### src/design/itp_pkg.sv
package itp_pkg;

  localparam int unsigned STACK_DEPTH_DEF = 32;
  localparam int unsigned SYM_W = 8;

  typedef logic [SYM_W-1:0] sym_t;
  typedef logic [1:0] prec_t;

  localparam sym_t SYM_PLUS  = 8'h2B;
  localparam sym_t SYM_MINUS = 8'h2D;
  localparam sym_t SYM_MUL   = 8'h2A;
  localparam sym_t SYM_DIV   = 8'h2F;
  localparam sym_t SYM_MOD   = 8'h25;
  localparam sym_t SYM_POW   = 8'h5E;
  localparam sym_t SYM_OPEN  = 8'h28;
  localparam sym_t SYM_CLOSE = 8'h29;

  localparam int unsigned UPC_W = 4;
  typedef logic [UPC_W-1:0] upc_t;

  localparam upc_t UA_IDLE       = 4'd0;
  localparam upc_t UA_DECODE     = 4'd1;
  localparam upc_t UA_EMIT_SYM   = 4'd2;
  localparam upc_t UA_CLOSE_LP   = 4'd3;
  localparam upc_t UA_CLOSE_CHK  = 4'd4;
  localparam upc_t UA_CLOSE_POP  = 4'd5;
  localparam upc_t UA_CLOSE_HIT  = 4'd6;
  localparam upc_t UA_OPER_LP    = 4'd7;
  localparam upc_t UA_OPER_POP   = 4'd8;
  localparam upc_t UA_PUSH       = 4'd9;
  localparam upc_t UA_FLUSH      = 4'd10;
  localparam upc_t UA_FLUSH_CHK  = 4'd11;
  localparam upc_t UA_FLUSH_POP  = 4'd12;
  localparam upc_t UA_FLUSH_DROP = 4'd13;
  localparam upc_t UA_DONE       = 4'd14;

  typedef enum logic [2:0] {
    C_NEVER,
    C_ALWAYS,
    C_NO_ACCEPT,
    C_DISPATCH,
    C_EMPTY,
    C_TOS_OPEN,
    C_OPER_STOP,
    C_FLUSH_END
  } cond_e;

  typedef struct packed {
    cond_e cond;
    upc_t  target;
    logic  ready;
    logic  load;
    logic  decode;
    logic  pop;
    logic  push;
    logic  emit_sym;
    logic  emit_tos;
    logic  finish;
  } uword_t;

  typedef struct packed {
    logic no_accept;
    logic is_open;
    logic is_close;
    logic is_oper;
    logic empty;
    logic tos_open;
    logic oper_stop;
    logic flush_end;
  } itp_flags_t;

  function automatic logic is_operator(sym_t s);
    return (s == SYM_PLUS) || (s == SYM_MINUS) || (s == SYM_MUL) ||
           (s == SYM_DIV) || (s == SYM_MOD) || (s == SYM_POW);
  endfunction

  function automatic prec_t prec_of(sym_t s);
    prec_t p;
    unique case (s) inside
      SYM_PLUS, SYM_MINUS:         p = 2'd1;
      SYM_MUL, SYM_DIV, SYM_MOD:   p = 2'd2;
      SYM_POW:                     p = 2'd3;
      default:                     p = 2'd0;
    endcase
    return p;
  endfunction

  // microprogram ROM
  function automatic uword_t ucode(upc_t a);
    uword_t w;
    w = '0;
    w.cond = C_NEVER;
    w.target = UA_IDLE;
    unique case (a)
      UA_IDLE: begin
        w.ready = 1'b1; w.load = 1'b1; w.cond = C_NO_ACCEPT; w.target = UA_IDLE;
      end
      UA_DECODE: begin
        w.decode = 1'b1; w.cond = C_DISPATCH;
      end
      UA_EMIT_SYM: begin
        w.emit_sym = 1'b1; w.cond = C_ALWAYS; w.target = UA_FLUSH;
      end
      UA_CLOSE_LP: begin
        w.cond = C_EMPTY; w.target = UA_FLUSH;
      end
      UA_CLOSE_CHK: begin
        w.cond = C_TOS_OPEN; w.target = UA_CLOSE_HIT;
      end
      UA_CLOSE_POP: begin
        w.pop = 1'b1; w.emit_tos = 1'b1; w.cond = C_ALWAYS; w.target = UA_CLOSE_LP;
      end
      UA_CLOSE_HIT: begin
        w.pop = 1'b1; w.cond = C_ALWAYS; w.target = UA_FLUSH;
      end
      UA_OPER_LP: begin
        w.cond = C_OPER_STOP; w.target = UA_PUSH;
      end
      UA_OPER_POP: begin
        w.pop = 1'b1; w.emit_tos = 1'b1; w.cond = C_ALWAYS; w.target = UA_OPER_LP;
      end
      UA_PUSH: begin
        w.push = 1'b1;
      end
      UA_FLUSH: begin
        w.cond = C_FLUSH_END; w.target = UA_DONE;
      end
      UA_FLUSH_CHK: begin
        w.cond = C_TOS_OPEN; w.target = UA_FLUSH_DROP;
      end
      UA_FLUSH_POP: begin
        w.pop = 1'b1; w.emit_tos = 1'b1; w.cond = C_ALWAYS; w.target = UA_FLUSH;
      end
      UA_FLUSH_DROP: begin
        w.pop = 1'b1; w.cond = C_ALWAYS; w.target = UA_FLUSH;
      end
      UA_DONE: begin
        w.finish = 1'b1; w.cond = C_ALWAYS; w.target = UA_IDLE;
      end
      default: begin
        w.cond = C_ALWAYS; w.target = UA_IDLE;
      end
    endcase
    return w;
  endfunction

endpackage

### src/design/itp_in_if.sv
interface itp_in_if;
  logic              valid;
  logic              ready;
  itp_pkg::sym_t     symbol;
  logic              end_of_expr;

  modport source (output valid, output symbol, output end_of_expr, input ready);
  modport sink   (input valid, input symbol, input end_of_expr, output ready);
endinterface

### src/design/itp_out_if.sv
interface itp_out_if;
  logic          valid;
  logic          ready;
  itp_pkg::sym_t out_symbol;
  logic          has_symbol;
  logic          last;
  logic          error;

  modport source (output valid, output out_symbol, output has_symbol, output last,
                  output error, input ready);
  modport sink   (input valid, input out_symbol, input has_symbol, input last,
                  input error, output ready);
endinterface

### src/design/itp_useq.sv
module itp_useq (
  input  logic                clk_i,
  input  logic                rst_ni,
  input  itp_pkg::itp_flags_t flags_i,
  input  logic                stall_i,
  output itp_pkg::uword_t     uword_o
);

  itp_pkg::upc_t upc_q, upc_d;
  itp_pkg::upc_t disp_tgt;
  logic          taken;

  assign uword_o = itp_pkg::ucode(upc_q);

  always_comb begin
    if (flags_i.is_open) begin
      disp_tgt = itp_pkg::UA_PUSH;
    end else if (flags_i.is_close) begin
      disp_tgt = itp_pkg::UA_CLOSE_LP;
    end else if (flags_i.is_oper) begin
      disp_tgt = itp_pkg::UA_OPER_LP;
    end else begin
      disp_tgt = itp_pkg::UA_EMIT_SYM;
    end
  end

  always_comb begin
    unique case (uword_o.cond)
      itp_pkg::C_NEVER:     taken = 1'b0;
      itp_pkg::C_ALWAYS:    taken = 1'b1;
      itp_pkg::C_NO_ACCEPT: taken = flags_i.no_accept;
      itp_pkg::C_DISPATCH:  taken = 1'b1;
      itp_pkg::C_EMPTY:     taken = flags_i.empty;
      itp_pkg::C_TOS_OPEN:  taken = flags_i.tos_open;
      itp_pkg::C_OPER_STOP: taken = flags_i.oper_stop;
      itp_pkg::C_FLUSH_END: taken = flags_i.flush_end;
      default:              taken = 1'b1;
    endcase
  end

  always_comb begin
    if (stall_i) begin
      upc_d = upc_q;
    end else if (taken) begin
      upc_d = (uword_o.cond == itp_pkg::C_DISPATCH) ? disp_tgt : uword_o.target;
    end else begin
      upc_d = upc_q + itp_pkg::upc_t'(1);
    end
  end

  always_ff @(posedge clk_i or negedge rst_ni) begin
    if (!rst_ni) begin
      upc_q <= itp_pkg::UA_IDLE;
    end else begin
      upc_q <= upc_d;
    end
  end

endmodule

### src/design/itp_stack.sv
module itp_stack #(
  parameter  int unsigned DEPTH = itp_pkg::STACK_DEPTH_DEF,
  localparam int unsigned CW    = $clog2(DEPTH + 1),
  localparam int unsigned AW    = $clog2(DEPTH)
) (
  input  logic          clk_i,
  input  logic          rst_ni,
  input  logic          push_i,
  input  logic          pop_i,
  input  itp_pkg::sym_t data_i,
  output itp_pkg::sym_t tos_o,
  output logic [CW-1:0] count_o,
  output logic [CW-1:0] open_cnt_o,
  output logic          empty_o,
  output logic          full_o
);

  itp_pkg::sym_t mem_q [DEPTH];
  itp_pkg::sym_t rd_q;
  itp_pkg::sym_t fwd_val_q;
  logic          fwd_q;
  logic [CW-1:0] sp_q, sp_d;
  logic [CW-1:0] rd_ptr;
  logic [CW-1:0] open_q, open_d;
  logic          wr_en;

  assign full_o     = (sp_q == CW'(DEPTH));
  assign empty_o    = (sp_q == '0);
  assign count_o    = sp_q;
  assign open_cnt_o = open_q;
  assign wr_en      = push_i && !full_o;
  // a push shows its value on the top for the cycle the RAM read still misses it
  assign tos_o      = fwd_q ? fwd_val_q : rd_q;

  always_comb begin
    sp_d   = sp_q;
    open_d = open_q;
    if (wr_en) begin
      sp_d = sp_q + CW'(1);
      if (data_i == itp_pkg::SYM_OPEN) begin
        open_d = open_q + CW'(1);
      end
    end else if (pop_i) begin
      sp_d = sp_q - CW'(1);
      if (tos_o == itp_pkg::SYM_OPEN) begin
        open_d = open_q - CW'(1);
      end
    end
  end

  assign rd_ptr = sp_d - CW'(1);

  always_ff @(posedge clk_i) begin
    if (wr_en) begin
      mem_q[sp_q[AW-1:0]] <= data_i;
    end
    rd_q      <= mem_q[rd_ptr[AW-1:0]];
    fwd_val_q <= data_i;
  end

  always_ff @(posedge clk_i or negedge rst_ni) begin
    if (!rst_ni) begin
      sp_q   <= '0;
      open_q <= '0;
      fwd_q  <= 1'b0;
    end else begin
      sp_q   <= sp_d;
      open_q <= open_d;
      fwd_q  <= wr_en;
    end
  end

endmodule

### src/design/itp_outbuf.sv
module itp_outbuf (
  input  logic          clk_i,
  input  logic          rst_ni,
  input  logic          emit_i,
  input  itp_pkg::sym_t emit_data_i,
  input  logic          finish_i,
  input  logic          eoe_i,
  input  logic          err_i,
  output logic          stall_o,
  itp_out_if.source     out_o
);

  // one symbol is held back so that the final one can carry last
  logic          hold_v_q;
  itp_pkg::sym_t hold_sym_q;
  logic          out_v_q;
  itp_pkg::sym_t out_sym_q;
  logic          out_has_q;
  logic          out_last_q;
  logic          out_err_q;
  logic          free;
  logic          need_out;
  logic          go;

  assign free     = !out_v_q || out_o.ready;
  assign need_out = (emit_i && hold_v_q) || (finish_i && (hold_v_q || eoe_i));
  assign stall_o  = need_out && !free;
  assign go       = need_out && free;

  assign out_o.valid      = out_v_q;
  assign out_o.out_symbol = out_sym_q;
  assign out_o.has_symbol = out_has_q;
  assign out_o.last       = out_last_q;
  assign out_o.error      = out_err_q;

  always_ff @(posedge clk_i) begin
    if (go) begin
      out_err_q <= err_i;
      if (emit_i) begin
        out_sym_q  <= hold_sym_q;
        out_has_q  <= 1'b1;
        out_last_q <= 1'b0;
      end else if (hold_v_q) begin
        out_sym_q  <= hold_sym_q;
        out_has_q  <= 1'b1;
        out_last_q <= eoe_i;
      end else begin
        out_sym_q  <= '0;
        out_has_q  <= 1'b0;
        out_last_q <= 1'b1;
      end
    end
    if (emit_i && !stall_o) begin
      hold_sym_q <= emit_data_i;
    end
  end

  always_ff @(posedge clk_i or negedge rst_ni) begin
    if (!rst_ni) begin
      out_v_q  <= 1'b0;
      hold_v_q <= 1'b0;
    end else begin
      if (go) begin
        out_v_q <= 1'b1;
      end else if (out_o.ready) begin
        out_v_q <= 1'b0;
      end
      if (emit_i && !stall_o) begin
        hold_v_q <= 1'b1;
      end else if (finish_i && !stall_o) begin
        hold_v_q <= 1'b0;
      end
    end
  end

endmodule

### src/design/infix_to_postfix_converter.sv
// Shunting-yard converter run by a 15-word microprogram, one microword per cycle unless
// the output stalls. Per input beat: an operand is emitted, a '(' is pushed, an operator
// pops entries before it is pushed, a ')' pops entries down to its '(', and the
// end-of-expression flush pops the rest; a busy output stalls the sequencer.
// Reset: asynchronous, active low; stack pointer, error flag, sequencer and output
// valid clear at once, the stack RAM is not cleared.
module infix_to_postfix_converter #(
  parameter int unsigned STACK_DEPTH = itp_pkg::STACK_DEPTH_DEF
) (
  input  logic      clk_i,
  input  logic      rst_ni,
  itp_in_if.sink    in_i,
  itp_out_if.source out_o
);

  localparam int unsigned CW = $clog2(STACK_DEPTH + 1);

  itp_pkg::uword_t     uw;
  itp_pkg::itp_flags_t flags;
  itp_pkg::sym_t       sym_q;
  itp_pkg::sym_t       tos;
  itp_pkg::sym_t       emit_data;
  logic                eoe_q;
  logic                err_q, err_d;
  logic                stall;
  logic                stk_push, stk_pop;
  logic                stk_empty, stk_full;
  logic [CW-1:0]       stk_cnt;
  logic [CW-1:0]       open_cnt;
  logic                is_open, is_close, is_oper;
  logic                tos_ge;
  logic                ovf, unmatched, eoe_err;
  logic                done_eoe;

  assign is_open  = (sym_q == itp_pkg::SYM_OPEN);
  assign is_close = (sym_q == itp_pkg::SYM_CLOSE);
  assign is_oper  = itp_pkg::is_operator(sym_q);
  assign tos_ge   = (itp_pkg::prec_of(tos) >= itp_pkg::prec_of(sym_q));

  assign flags.no_accept = !in_i.valid;
  assign flags.is_open   = is_open;
  assign flags.is_close  = is_close;
  assign flags.is_oper   = is_oper;
  assign flags.empty     = stk_empty;
  assign flags.tos_open  = (tos == itp_pkg::SYM_OPEN);
  assign flags.oper_stop = stk_empty || !tos_ge;
  assign flags.flush_end = !eoe_q || stk_empty;

  // the error of the whole beat is known before the first pop
  assign ovf       = stk_full && (is_open || (is_oper && !tos_ge));
  assign unmatched = is_close && (open_cnt == '0);
  assign eoe_err   = eoe_q && (is_open ||
                     (is_close ? (open_cnt > CW'(1)) : (open_cnt != '0)));
  assign err_d     = err_q || ovf || unmatched || eoe_err;

  assign in_i.ready = uw.ready;
  assign stk_push   = uw.push;
  assign stk_pop    = uw.pop && !stall;
  assign emit_data  = uw.emit_sym ? sym_q : tos;
  assign done_eoe   = uw.finish && eoe_q && !stall;

  itp_useq u_useq (
    .clk_i   (clk_i),
    .rst_ni  (rst_ni),
    .flags_i (flags),
    .stall_i (stall),
    .uword_o (uw)
  );

  itp_stack #(
    .DEPTH (STACK_DEPTH)
  ) u_stack (
    .clk_i      (clk_i),
    .rst_ni     (rst_ni),
    .push_i     (stk_push),
    .pop_i      (stk_pop),
    .data_i     (sym_q),
    .tos_o      (tos),
    .count_o    (stk_cnt),
    .open_cnt_o (open_cnt),
    .empty_o    (stk_empty),
    .full_o     (stk_full)
  );

  itp_outbuf u_outbuf (
    .clk_i       (clk_i),
    .rst_ni      (rst_ni),
    .emit_i      (uw.emit_sym || uw.emit_tos),
    .emit_data_i (emit_data),
    .finish_i    (uw.finish),
    .eoe_i       (eoe_q),
    .err_i       (err_q),
    .stall_o     (stall),
    .out_o       (out_o)
  );

  always_ff @(posedge clk_i) begin
    if (uw.load && in_i.valid) begin
      sym_q <= in_i.symbol;
      eoe_q <= in_i.end_of_expr;
    end
  end

  always_ff @(posedge clk_i or negedge rst_ni) begin
    if (!rst_ni) begin
      err_q <= 1'b0;
    end else if (uw.decode) begin
      err_q <= err_d;
    end else if (done_eoe) begin
      err_q <= 1'b0;
    end
  end

  a_push_pop_excl: assert property (@(posedge clk_i) disable iff (!rst_ni)
    !(stk_push && stk_pop))
    else $error("stack push and pop in the same cycle");

  a_open_le_count: assert property (@(posedge clk_i) disable iff (!rst_ni)
    open_cnt <= stk_cnt)
    else $error("open bracket count exceeds stack fill");

  a_end_clears: assert property (@(posedge clk_i) disable iff (!rst_ni)
    done_eoe |=> (stk_cnt == '0) && !err_q)
    else $error("state not cleared after end of expression");

endmodule
### src/flat_wrapper.sv
// flat-port wrapper written by rule: the top's interface ports become plain ports
module infix_to_postfix_converter_flat 
#(
  parameter int unsigned STACK_DEPTH = itp_pkg::STACK_DEPTH_DEF
)
  (clk_i, rst_ni, in_i_valid, in_i_symbol, in_i_end_of_expr, in_i_ready, out_o_valid, out_o_out_symbol, out_o_has_symbol, out_o_last, out_o_error, out_o_ready);
  itp_in_if in_i_i ();
  itp_out_if out_o_i ();
  input  logic clk_i;
  input  logic rst_ni;
  input wire logic [$bits(in_i_i.valid)-1:0] in_i_valid;
  input wire logic [$bits(in_i_i.symbol)-1:0] in_i_symbol;
  input wire logic [$bits(in_i_i.end_of_expr)-1:0] in_i_end_of_expr;
  output wire logic [$bits(in_i_i.ready)-1:0] in_i_ready;
  output wire logic [$bits(out_o_i.valid)-1:0] out_o_valid;
  output wire logic [$bits(out_o_i.out_symbol)-1:0] out_o_out_symbol;
  output wire logic [$bits(out_o_i.has_symbol)-1:0] out_o_has_symbol;
  output wire logic [$bits(out_o_i.last)-1:0] out_o_last;
  output wire logic [$bits(out_o_i.error)-1:0] out_o_error;
  input wire logic [$bits(out_o_i.ready)-1:0] out_o_ready;
  assign in_i_i.valid = in_i_valid;
  assign in_i_i.symbol = in_i_symbol;
  assign in_i_i.end_of_expr = in_i_end_of_expr;
  assign in_i_ready = in_i_i.ready;
  assign out_o_valid = out_o_i.valid;
  assign out_o_out_symbol = out_o_i.out_symbol;
  assign out_o_has_symbol = out_o_i.has_symbol;
  assign out_o_last = out_o_i.last;
  assign out_o_error = out_o_i.error;
  assign out_o_i.ready = out_o_ready;
  infix_to_postfix_converter #(.STACK_DEPTH(STACK_DEPTH)) u_core (.clk_i(clk_i), .rst_ni(rst_ni), .in_i(in_i_i), .out_o(out_o_i));
endmodule
### config.mk
export PLATFORM = sky130hd
export DESIGN_NAME = infix_to_postfix_converter_flat
export DESIGN_NICKNAME = d
export VERILOG_FILES = /design/src/design/itp_pkg.sv /design/src/design/itp_in_if.sv /design/src/design/itp_out_if.sv /design/src/design/itp_useq.sv /design/src/design/itp_stack.sv /design/src/design/itp_outbuf.sv /design/src/design/infix_to_postfix_converter.sv /design/src/flat_wrapper.sv
export SDC_FILE = /design/constraint.sdc
export NUM_CORES = 1
export LEC_CHECK = 0
export BUFFER_PORTS_ARGS = -buffer_cell sky130_fd_sc_hd__buf_2
export CORE_ASPECT_RATIO = 1.5
export CORE_MARGIN = 2
export CORE_UTILIZATION = 60
export CTS_CLUSTER_SIZE = 30
export DETAILED_ROUTE_END_ITERATION = 10
export GPL_TIMING_DRIVEN = 0
export PLACE_DENSITY_LB_ADDON = 0.12
export SYNTH_ARGS = -nofsm -noshare
export SYNTH_HDL_FRONTEND = slang
export SYNTH_SLANG_ARGS = --single-unit
### constraint.sdc
create_clock -name clk_i -period 4.95 [get_ports clk_i]
set_input_delay 0.2475 -clock clk_i [delete_from_list [all_inputs] [get_ports clk_i]]
set_output_delay 0.2475 -clock clk_i [all_outputs]
set_load 0.1 [all_outputs]
# == After elaboration in Yosys (flattened, before gate mapping) ==
# Memory sizes are Yosys's and may differ from the RTL's. A register that Yosys moved wholly into a read port is not among the register bits.
# Index checks and enable logic that the tools add are counted.
# word_totals
in_bits,13
ramBits,256
regBits,56
word_cells,158
out_inout_bits,13
mem_count,1
# classes
add_sub_neg,6
n_lt_le_gt_ge,2
muxes,38
eq_ne,38
n_reduce_logical,58
# mem_list
name,depth,word_bits,read_ports,rd_clocked_by_memory_dff,write_ports,line,source
u_core.u_stack.mem_q,32,8,1,1,1,itp_stack.sv:18,itp_pkg::sym_t mem_q [DEPTH];
# op_table
op,count
"== test 8 x 6 -> 1 bit, second input constant",13
two-way mux 6 bit,6
two-way mux 8 bit,4
"== test 4 bit, second input constant",7
case mux 4 bit (7 select lines),1
case mux 3 bit (7 select lines),1
two-way mux 1 bit,17
"== test 4 x 3 -> 1 bit, second input constant",4
"== test 8 x 7 -> 1 bit, second input constant",2
logical OR 1 bit,16
logical AND 1 bit,15
"adder 6 x 1 -> 6 bit, second input constant",2
"== test 3 bit, second input constant",4
zero test 6 bit,2
two-way mux 4 bit,3
case mux 2 bit (3 select lines),2
"subtractor 6 x 1 -> 6 bit, second input constant",2
nonzero test 2 bit,5
OR reduction 5 bit,2
OR reduction 3 bit,3
"== test 4 x 2 -> 1 bit, second input constant",2
OR reduction 2 bit,4
zero test 1 bit,7
case mux 1 bit (7 select lines),1
other kinds (15),17

# == Logic depth before layout (Yosys ltp) ==
# Gate-level depths: netlist of run 1.
# logic_depth
ltp_word,13
mapped_depth,19
ltp_nobuf,15

# == Hierarchy ==
# From an unflattened synthesis of run 1, not the netlist that was laid out.
# hier_totals
hier_cells,1049
hier_area_um2,14078.5
# modules_own_cells
module,n_inst,area_each_um2,seq_area_each_um2,cells_each
itp_stack,1,11695.0,8333.0,818
infix_to_postfix_converter,1,839.6,295.3,85
itp_useq,1,780.7,100.1,101
itp_outbuf,1,763.2,620.6,45

# == Least setup slack after synthesis of run 1 ==
# Ideal clock, no wire load.
# synth_path
path_type,register to register
start,register u_core.u_useq.upc_q[0]
end,"register u_core.u_stack.rd_q[3], read port of u_core.u_stack.mem_q"
t_required_ns,4.805
n_path_buf,6
period_less_slack_ns,4.338
t_arrival_ns,4.192
setup_slack_ns,0.612
path_stages_with_launch,19
setup_ns,0.145
cell_sequence,dfrtp_1 > inv_1 > ha_1 > mux2_4 > a221oi_2 > o21ai_4 > and2_4 > xnor2_4 > buf_12 > buf_12 > buf_12 > inv_1 > ha_1 > clkbuf_1 > clkbuf_1 > buf_2 > mux4_2 > a211oi_1 > a211oi_1
# synth_between
elab_chain_len,12
word_cells_on_any_way,26
cone_classes,add/sub: 1; eq/ne: 8; mux: 7; reduce/logical: 10
# synth_rtl
element,line,source
from (decl),itp_useq.sv:9,"itp_pkg::upc_t upc_q, upc_d;"
from (signal assigned),itp_useq.sv:53,upc_q <= itp_pkg::UA_IDLE;
from (signal assigned),itp_useq.sv:55,upc_q <= upc_d;
== test 4 bit / == test 4 x 3 -> 1 bit (equally long branches),itp_pkg.sv:94,unique case (a)
OR reduction 3 bit (no line),--,
two-way mux 1 bit,itp_pkg.sv:94,
logical OR 1 bit,infix_to_postfix_converter.sv:88,".emit_i (uw.emit_sym || uw.emit_tos),"
logical AND 1 bit,itp_outbuf.sv:26,assign need_out = (emit_i && hold_v_q) || (finish_i && (hold_v_q || eoe_i));
logical OR 1 bit,itp_outbuf.sv:26,
logical AND 1 bit,itp_outbuf.sv:27,assign stall_o = need_out && !free;
zero test 1 bit,infix_to_postfix_converter.sv:58,assign stk_pop = uw.pop && !stall;
logical AND 1 bit,infix_to_postfix_converter.sv:58,
two-way mux 6 bit,itp_stack.sv:43,end else if (pop_i) begin
two-way mux 6 bit (*),itp_stack.sv:38,if (wr_en) begin
named net u_core.u_stack.sp_d[0],itp_stack.sv:22,"logic [CW-1:0] sp_q, sp_d;"
subtractor 5 x 1 -> 5 bit (*),itp_stack.sv:51,assign rd_ptr = sp_d - CW'(1);
to (decl),itp_stack.sv:19,itp_pkg::sym_t rd_q;
# The timed path passes the listed nets; every way through them passes the cells marked *.
# A chain may end at the register's enable or synchronous reset.

# == Final worst setup path of run 1 ==
# layout_path
start,register u_core.u_useq.upc_q[0]
end,"register u_core.u_stack.rd_q[2], read port of u_core.u_stack.mem_q"
# Same word-level chain as after synthesis.

==> results.py, run 1 <==
metrics = {
    "die": {
        "start_util_pct": 60.8,
        "die_h_um": 188,
        "io_pins": 26,
        "num_rows": 67,
        "coreArea_mm2": 0.0222,
        "die_w_um": 127,
        "dieArea_mm2": 0.0238,
    },
    "detailed_routing": {
        "vias": 7395,
        "drc": 0,
        "viasPerCell": 6.38,
        "dr.pass1.iters": 7,
        "drtIter0Drc": 706,
        "routed_wl_um": 29700,
        "ant_nets": 0,
        "drt-wirelength-per-cell_um": 25.6,
    },
    "critical_path": {
        "crit_cells": 17,
        "r2r_start": "u_core.u_useq.upc_q[0]$_DFFE_PN0N_",
        "critical_path_class": "register to register",
        "worstPathMaxFanout": 10,
        "path_buf_inv": 7,
        "cpMostUsedCell": "buf_12",
        "cp.arrival_ns": 5.11,
        "cp-start-kind": "register",
        "critPathSlowestCell": "dfrtp_1",
        "crit_chain": "inv_1, ha_1, mux2_4, a221oi_4, o21ai_4, and2_4, xnor2_4, buf_12, buf_12, buf_12, inv_1, ha_4, clkbuf_8, buf_2, mux4_1, a211oi_1, a211oi_1",
        "critPathTopFamily": "buffers and inverters",
        "endpoint_kind": "register",
        "cp.required_ns": 5.33,
        "slowest_delay_ns": 0.45,
        "r2r_cells": 17,
        "critPathLaunch": "u_core.u_useq.upc_q[0]$_DFFE_PN0N_",
    },
    "synth": {
        "netlist_area_mm2": 0.0135,
        "yosys-top-cells-count": "284 x edfxtp_1, 60 x nor2_1, 59 x mux4_2, 31 x a21oi_1, 24 x nand2_1",
        "ys_async_sr_fraction_pct": 6.25,
        "synth_nets": 819,
        "synth_most_common_cell": "edfxtp_1",
        "synthTopCellsByArea": "edfxtp_1 63%, mux4_2 9.8%, dfrtp_1 3.7%",
        "ys.flop_type": "edfxtp_1",
        "ys_seq_area_share_pct": 69.2,
        "synth_cell_types": 71,
        "ys_warn_count": 0,
        "yosys_register_bits": 320,
        "synth-edff-count": 284,
        "synthCells": 791,
        "synth_largest_area_cell": "edfxtp_1",
        "avgSynthCellArea_um2": 17.1,
        "yosysTopAreaCellShare_pct": 63.1,
    },
    "cts": {
        "clock-root-buffer": "clkbuf_16",
        "cts_tree": "done",
        "cts_max_level": 1,
        "worstSkewPairLatency_ns": 0.55,
        "cts_made_buffers": 29,
        "path_clk_slew_ns": 0.07,
        "cts.sinks": 320,
        "cts_max_path_buffers": 3,
    },
    "grt": {
        "gr-total-overflow": 0,
        "grt_max_degree": 41,
        "grt_usage_pct": 25.6,
        "grt_pass1_vias": 7635,
        "grt_pass1_wl_um": 45300,
        "grt_antenna_before_repair": 0,
    },
    "sta": {
        "drv_slew": 0,
        "max_slew_margin_pct": 6.35,
        "fin_crit_ns": 4.73,
        "grt_setup_unrepaired": "no",
        "setup_viol": 0,
        "whs_ns": 0.0559,
        "fmax_mhz": 211,
        "postLayoutSetupSlackWorst_ns": 0.220,
        "finalHoldViolCount": 0,
        "tightest_slew_ns": 1.40,
        "worst_clock_skew_ns": 0.0121,
        "post-route-period-util_pct": 95.6,
    },
    "status": {
        "outcome": "finished clean",
    },
    "finish": {
        "synthToLayoutAreaGrowth_pct": 13.4,
        "drive_gt1_share_pct": 21.5,
        "nets": 890,
        "diodes": 0,
        "filler_cell_count": 1446,
    },
    "placement": {
        "gp_congestion": 0.943,
        "dpl.hpwl_um": 19500,
        "dp_slack_ns": -0.810,
        "io_buffer_count": 25,
    },
    "flow_run": {
        "cap_violations": 0,
    },
    "hold_path": {
        "hold_class": "primary input to register",
        "worst_hold_startpoint": "out_o_ready",
        "hold_depth": 3,
    },
}
metrics by stage:
stage	setup TNS [ns]	utilization, %	cell area, µm²	std cells
floorplan	0	-	13500	791
CTS	0	68.2	15100	1154
global placement	-4.85	62.9	14000	1092
finish	0	68.9	15300	1160
global route	0	68.9	15300	1160
detailed placement	-6.13	62.9	14000	1092
state kept, by name, indices dropped and copies added, names as in the netlist, 4 cells and up:
signal / flops
u_core.u_stack.mem_q: 256
u_core.u_stack.open_cnt_o: 6
u_core.u_stack.fwd_val_q: 8
u_core.u_stack.rd_q: 8
u_core.sym_q: 8
u_core.u_useq.upc_q: 4
u_core.u_outbuf.hold_sym_q: 8
u_core.u_stack.count_o: 6
u_core.u_outbuf.out_o.out_symbol: 8
layout make-up:
cell class	instances	area [µm²]	share of cell area, %
clock inverters	20	304	1.99
flip-flops and latches	320	9350	61.1
plain buffers	35	270	1.76
multi-input cells	413	3850	25.1
well taps	276	345	2.26
inverters	22	82.6	0.539
clock buffers	33	741	4.84
repair buffers	41	370	2.42
layer usage:
layer / routed length [µm] / vias to the layer above / global-route usage, % / part of all wire, %
met4: 1020 / 0 / 9.64 / 3.4
met5: 0 / - / 0 / 0
li1: - / 3287 / - / -
met1: 11000 / 3799 / 30.7 / 37
met3: 1340 / 55 / 2.74 / 4.5
met2: 16300 / 254 / 47.2 / 55
placed cells by master, fill, tap and decap left out, types with 5 or more instances in the layout:
cell type        n
inv_1           22
mux2i_1         17
nand4_1          7
edfxtp_1       284
nand3_1         17
xnor2_1          6
and2_1          12
ha_1            14
nor2b_1         12
o21ai_0         16
clkinv_1         6
dfxtp_1         16
mux2_2          19
a211oi_1        18
buf_2           33
nand2b_1         7
buf_16           5
o22ai_1         13
nor2_1          60
dfrtp_1         20
nand2_1         24
clkbuf_16       29
xor2_1           6
or3_1            5
buf_12           5
clkbuf_1        14
dlygate4sd3_1   10
mux4_1           5
bufinv_16        8
a21oi_1         31
nor3_1           6
buf_4            5
mux4_2          59
worst reg2reg max path: cells and delay by family, from the launching register on:
family / cells / cell delay, ns
DFF: 1 / 0.45
xor gates and xnor gates: 1 / 0.24
adders and majority gates: 2 / 0.69
buffers and inverters: 7 / 1.22
muxes: 2 / 0.68
AOI/OAI and AO/OA: 4 / 1.06
and+or+nand+nor: 1 / 0.21
final timing paths:
| kind | endpoint | slack (ns) |
|---|---|---|
| max in group asynchronous | u_core.u_stack.count_o[3]$_DFF_PN0_ | 4.38 |
| max reg2reg | u_core.u_stack.rd_q[2]$_DFF_P_ | 0.22 |
| min | u_core.u_outbuf.out_o.valid$_DFFE_PN0P_ | 0.06 |
| min reg2reg | u_core.u_stack.open_cnt_o[5]$_DFFE_PN0P_ | 0.48 |
| min in group asynchronous | u_core.u_useq.upc_q[3]$_DFFE_PN0N_ | 0.20 |
| max | u_core.u_stack.rd_q[2]$_DFF_P_ | 0.22 |
kinds of logic (layout without fill, tap and decap cells):
| logic type | Yosys count | count (layout) | synth area share [%] |
|---|---|---|---|
| AO/OA/AOI/OAI | 111 | 111 | 5.45 |
| buffers and inverters | 58 | 151 | 2.48 |
| multiplexers | 103 | 103 | 13.9 |
| XOR/XNOR | 14 | 14 | 1.10 |
| adder cells (fa/ha/maj) | 15 | 15 | 1.39 |
| AND/OR/NAND/NOR | 170 | 170 | 6.45 |
| flip-flops | 320 | 320 | 69.2 |
repair_timing:
item / in CTS / in global routing
setup endpoints to repair: 8 / 8
hold buffers: 10 / 0
setup buffers: 0 / 1
resized for setup: 9 / 7
endpoints found under the hold margin: 29 / 0
pin swaps: 0 / 1
Power of run 1 is left out: the tool's default activity adds up to more than one toggle a clock period on the data nets, which glitch-free logic cannot reach.
==> inputs of run 2 (changes only) <==
- CORE_ASPECT_RATIO: 1.5 -> default
- PLACE_DENSITY: default -> 0.84
- PLACE_DENSITY_LB_ADDON: 0.12 -> default
- TNS_END_PERCENT: default -> 50
==> run 2 against run 1 <==
Sequential share of layout area barely moved. Worst hold slack improved by 0.051 ns. Worst setup slack got worse by 0.062 ns. First-iteration DRC count rose by 47%. Global-route usage fell by 1.2 points. Flip-flop and latch count did not move. Largest cell class unchanged. Register-to-register slack got worse by 0.06 ns. Routed wire length fell by 2.8%. Critical path depth did not move.
==> results.py, run 2 (synthesis gave the netlist of run 1 again) <==
metrics = {
    "status": {
        "outcome": "finished clean",
    },
    "sta": {
        "finalHoldViolCount": 0,
        "grt_setup_unrepaired": "no",
        "tightest_slew_ns": 1.37,
        "fmax_mhz": 209,
        "drv_slew": 0,
        "postLayoutSetupSlackWorst_ns": 0.158,
        "worst_clock_skew_ns": 0.0132,
        "setup_viol": 0,
        "post-route-period-util_pct": 96.8,
        "fin_crit_ns": 4.79,
        "max_slew_margin_pct": 8.62,
    },
    "cts": {
        "path_clk_slew_ns": 0.06,
        "cts_made_buffers": 34,
        "cts_max_path_buffers": 3,
        "cts_tree": "done",
        "worstSkewPairLatency_ns": 0.51,
        "clock-root-buffer": "clkbuf_16",
        "cts.sinks": 320,
        "cts_max_level": 2,
    },
    "die": {
        "dieArea_mm2": 0.0237,
        "die_h_um": 154,
        "num_rows": 54,
        "io_pins": 26,
        "coreArea_mm2": 0.0220,
        "die_w_um": 154,
        "start_util_pct": 61.5,
    },
    "detailed_routing": {
        "dr.pass1.iters": 5,
        "drt-wirelength-per-cell_um": 24.7,
        "routed_wl_um": 28900,
        "drtIter0Drc": 1035,
        "viasPerCell": 6.51,
        "ant_nets": 0,
        "drc": 0,
        "vias": 7625,
    },
    "critical_path": {
        "cp-start-kind": "register",
        "cp.arrival_ns": 5.13,
        "worstPathMaxFanout": 10,
        "critical_path_class": "register to register",
        "cpMostUsedCell": "buf_12",
        "cp.required_ns": 5.28,
        "crit_chain": "inv_1, ha_1, mux2_4, a221oi_4, o21ai_4, and2_4, xnor2_4, buf_12, buf_12, buf_12, inv_1, ha_4, clkbuf_4, mux4_2, mux2_2, o22ai_1, a211oi_1",
        "critPathSlowestCell": "dfrtp_1",
        "slowest_delay_ns": 0.44,
        "endpoint_kind": "register",
    },
    "finish": {
        "synthToLayoutAreaGrowth_pct": 13.3,
        "diodes": 0,
        "filler_cell_count": 1303,
        "layout_common_cells": "284 x edfxtp_1, 60 x nor2_1, 59 x mux4_2",
        "final_common_cell": "edfxtp_1",
        "fin_cells": 1171,
        "nets": 895,
        "largest_reg_flops": 256,
        "drive_gt1_share_pct": 21.9,
    },
    "placement": {
        "dpl.hpwl_um": 17400,
        "placedCellCount": 1096,
        "gp_congestion": 0.914,
        "dp_slack_ns": -0.783,
        "io_buffer_count": 25,
    },
    "grt": {
        "grt_usage_pct": 24.3,
        "grt_antenna_before_repair": 0,
        "gr-total-overflow": 0,
        "grt_pass1_vias": 7495,
        "grt_max_degree": 41,
        "grt_pass1_wl_um": 43600,
    },
    "flow_run": {
        "cap_violations": 0,
    },
    "hold_path": {
        "hold_class": "primary input to register",
    },
}
run 2: routing by layer:
metal / GRT usage (%) / vias to the layer above / wire (µm)
met5: 0 / - / 0
met4: 6.90 / 0 / 949
met2: 40.1 / 418 / 14200
met1: 34.5 / 3840 / 11500
li1: - / 3298 / -
met3: 3.75 / 69 / 2250
run 2: path summary, 6_finish.rpt:
kind,from,cells after the start,slack [ns],to
max,u_core.u_useq.upc_q[0]$_DFFE_PN0N_,17,0.16,u_core.u_stack.rd_q[4]$_DFF_P_
min reg2reg,u_core.u_stack.open_cnt_o[5]$_DFFE_PN0P_,1,0.48,u_core.u_stack.open_cnt_o[5]$_DFFE_PN0P_
max reg2reg,u_core.u_useq.upc_q[0]$_DFFE_PN0N_,17,0.16,u_core.u_stack.rd_q[4]$_DFF_P_
max in group asynchronous,rst_ni,2,4.36,u_core.err_q$_DFFE_PN0P_
min in group asynchronous,rst_ni,2,0.25,u_core.u_outbuf.hold_v_q$_DFFE_PN0P_
min,out_o_ready,3,0.11,u_core.u_outbuf.out_o.valid$_DFFE_PN0P_
run 2: through the flow:
| step | area, µm² | hold slack [ns] | util (%) | setup TNS [ns] |
|---|---|---|---|---|
| after detailed placement | 14000 | 0.243 | 63.7 | -5.16 |
| final | 15300 | 0.107 | 69.7 | 0 |
| after global placement | 14000 | 0.237 | 63.7 | -4.63 |
| after CTS | 15200 | 0.106 | 69.1 | 0 |
| after floorplan | 13500 | -0.0481 | - | 0 |
| after global routing | 15300 | 0.127 | 69.7 | 0 |
run 2: what timing repair did:
item                                    CTS  global route
setup buffers                             0             2
hold buffers                             10             0
hold endpoints to repair                 29             0
gates resized for setup                  11             1
pin swaps                                 0             1
endpoints found under the setup margin    8             8
run 2: final cells by class:
type                            count  area [µm²]  area share (%)
Inverter                           22        82.6           0.540
Buffer                             35         264            1.73
Sequential cell                   320        9350            61.1
Timing Repair Buffer               41         350            2.29
Tap cell                          280         350            2.29
Clock inverter                     20         170            1.11
Clock buffer                       40         883            5.77
Multi-Input combinational cell    413        3850            25.2
run 2: worst max-delay path, delay by kind of cell, from the launching register on:
kind / cells / cell delay [ns]
multiplexers: 3 / 1.01
AO/OA/AOI/OAI: 4 / 1.04
AND/OR/NAND/NOR: 1 / 0.20
adder cells (fa/ha/maj): 2 / 0.69
XOR/XNOR: 1 / 0.23
buffers and inverters: 6 / 0.99
flip-flops: 1 / 0.44
Power of run 2 is left out for the same reason.
==> inputs of run 3 (changes only) <==
- ABC_AREA: default -> 1
==> run 3 against run 2 <==
Count of clock-buffer cells in the layout decreased by 7. Synthesized area is 12% higher. Via count grew 45%. Routed wire length increased by 22%. Final area up 10%. Flip-flop and latch count did not move. Die area up 11%. Critical path depth is 3 higher. Worst hold slack improved by 0.077 ns. First-iteration DRC count rose by 31%. Non-clock buffer count grew 23. Fmax up 10%. Highest routed layer unchanged.
==> results.py, run 3 <==
metrics = {
    "sta": {
        "finalHoldViolCount": 0,
        "post-route-period-util_pct": 87.9,
        "tightest_slew_ns": 1.36,
        "grt_setup_unrepaired": "no",
        "worst_clock_skew_ns": 0.0230,
        "max_slew_margin_pct": 9.32,
        "fin_tns_setup_ns": 0,
        "drv_slew": 0,
        "fmax_mhz": 230,
        "setup_viol": 0,
        "fin_crit_ns": 4.35,
    },
    "synth": {
        "ys_async_sr_fraction_pct": 6.25,
        "synth_most_common_cell": "nand2_1",
        "synth-compound-area-share_pct": 2.25,
        "synthCells": 1560,
        "synth-edff-count": 284,
        "avgSynthCellArea_um2": 9.68,
        "synthSimpleGateAreaFrac_pct": 23.0,
        "ys_warn_count": 0,
        "synth_fa_ha_area_share_pct": 1.24,
        "synth_top_family_by_area": "simple AND/OR/NAND/NOR gates",
        "yosysTopAreaCellShare_pct": 56.5,
        "synthTopCellsByArea": "edfxtp_1 56%, nand3_1 9.1%, nand2_1 8.7%",
        "netlist_area_mm2": 0.0151,
        "synth-xor-area-share_pct": 0.887,
        "yosys-top-cells-count": "349 x nand2_1, 326 x inv_1, 284 x edfxtp_1, 274 x nand3_1, 74 x nor2_1",
        "ys_seq_area_share_pct": 61.9,
        "synth_nets": 1588,
        "synth_cell_types": 45,
        "ys.flop_type": "edfxtp_1",
        "yosys_register_bits": 320,
        "synth_mux_area_share_pct": 0,
        "synth_largest_area_cell": "edfxtp_1",
    },
    "critical_path": {
        "critical_path_class": "register to register",
        "cp.required_ns": 5.45,
        "endpoint_kind": "register",
        "cp-start-kind": "register",
        "cp.arrival_ns": 4.85,
        "worstPathMaxFanout": 10,
    },
    "detailed_routing": {
        "routed_wl_um": 35300,
        "drt-wirelength-per-cell_um": 17.7,
        "viasPerCell": 5.56,
        "ant_nets": 0,
        "dr.pass1.iters": 6,
        "drtIter0Drc": 1351,
        "vias": 11100,
        "drc": 0,
    },
    "cts": {
        "cts_tree": "done",
        "worstSkewPairLatency_ns": 0.58,
        "cts_made_buffers": 31,
        "cts_max_level": 1,
        "path_clk_slew_ns": 0.07,
        "postCtsSetupBuffers": 0,
        "cts_max_path_buffers": 3,
        "clock-root-buffer": "clkbuf_16",
        "cts.sinks": 320,
    },
    "finish": {
        "nets": 1663,
        "layout_common_cells": "349 x nand2_1, 326 x inv_1, 284 x edfxtp_1",
        "largest_reg_flops": 256,
        "diodes": 0,
        "synthToLayoutAreaGrowth_pct": 11.7,
        "drive_gt1_share_pct": 9.70,
        "final_common_cell": "nand2_1",
    },
    "grt": {
        "grt_max_degree": 38,
        "grt_pass1_wl_um": 54700,
        "grt_usage_pct": 26.8,
        "grt_pass1_vias": 10800,
        "grt_antenna_before_repair": 0,
        "gr-total-overflow": 0,
    },
    "hold_path": {
        "hold_class": "primary input to asynchronous set/reset pin",
    },
    "die": {
        "die_h_um": 163,
        "io_pins": 26,
        "dieArea_mm2": 0.0264,
        "die_w_um": 163,
        "start_util_pct": 60.5,
        "num_rows": 58,
        "coreArea_mm2": 0.0250,
    },
    "status": {
        "outcome": "finished clean",
    },
    "placement": {
        "dpl.hpwl_um": 23400,
        "gp_congestion": 0.906,
        "io_buffer_count": 25,
    },
    "flow_run": {
        "cap_violations": 0,
    },
}
run 3: cell count changes after synthesis, sizes merged, moves of 20 or more:
| cell | delta |
|---|---|
| nand3 | +272 |
| inv | +311 |
| mux4 | -64 |
| nand2 | +343 |
| a21oi | -20 |
| mux2 | -21 |
run 3: path summary, 6_finish.rpt:
kind                       cells after the start                                     start  slack [ns]                                  endpoint
max                                           20        u_core.u_useq.upc_q[0]$_DFFE_PN0N_        0.60            u_core.u_stack.rd_q[5]$_DFF_P_
min in group clk_i                             2                                in_i_valid        0.33                    u_core.eoe_q$_DFFE_PP_
min reg2reg                                    1  u_core.u_stack.open_cnt_o[5]$_DFFE_PN0P_        0.50  u_core.u_stack.open_cnt_o[5]$_DFFE_PN0P_
max in group asynchronous                      2                                    rst_ni        4.41  u_core.u_stack.open_cnt_o[0]$_DFFE_PN0P_
min                                            2                                    rst_ni        0.18   u_core.u_outbuf.out_o.valid$_DFFE_PN0P_
max reg2reg                                   20        u_core.u_useq.upc_q[0]$_DFFE_PN0N_        0.60            u_core.u_stack.rd_q[5]$_DFF_P_
run 3: timing repair:
item,CTS,global route
endpoints found under the hold margin,30,0
hold buffers,11,0
gates resized for setup,0,0
run 3: routing by layer:
metal / GRT usage, % / up-vias / part of all wire (%)
li1: - / 5198 / -
met1: 34.7 / 5121 / 38
met2: 44.9 / 619 / 48
met3: 4.43 / 125 / 9.5
met4: 11.9 / 0 / 4.4
met5: 0 / - / 0
run 3: cells by family after synthesis:
logic type | Yosys count
AO/OA/AOI/OAI | 59
AND/OR/NAND/NOR | 763
buffers and inverters | 392
XOR/XNOR | 11
flip-flops | 320
adder cells (fa/ha/maj) | 15
run 3: worst max-delay path: stages (launching register included):
cell	delay [ns]
dfrtp_1	0.43
inv_1	0.15
ha_1	0.30
nand3_1	0.16
nand4_2	0.14
nand3_2	0.12
nand2_4	0.14
nand2_4	0.10
nand2_2	0.16
nand2_2	0.11
buf_6	0.18
buf_2	0.20
ha_1	0.32
clkbuf_1	0.53
clkbuf_1	0.48
nand3_1	0.19
nand3_1	0.14
nand3_1	0.15
nand2_1	0.11
nand2_1	0.07
nand2_1	0.10
run 3: final cells by class:
class / instances / area (µm²)
Tap cell: 330 / 413
Buffer: 57 / 357
Inverter: 335 / 1260
Fill cell: 1753 / 8110
Sequential cell: 320 / 9350
Multi-Input combinational cell: 848 / 4130
Clock inverter: 25 / 174
Clock buffer: 33 / 783
Timing Repair Buffer: 42 / 388
run 3: per-stage QoR:
step | instance area (µm²) | instances | hold WS (ns) | utilization (%) | setup WS (ns)
floorplan | 15100 | 1560 | -0.0481 | - | 1.53
CTS | 16800 | 1987 | 0.194 | 67.2 | 0.689
global placement | 15600 | 1915 | 0.233 | 62.6 | 0.828
global route | 16900 | 1990 | 0.237 | 67.5 | 0.312
finish | 16900 | 1990 | 0.184 | 67.5 | 0.597
detailed placement | 15700 | 1918 | 0.237 | 63.0 | 0.773
Power of run 3 is left out for the same reason.
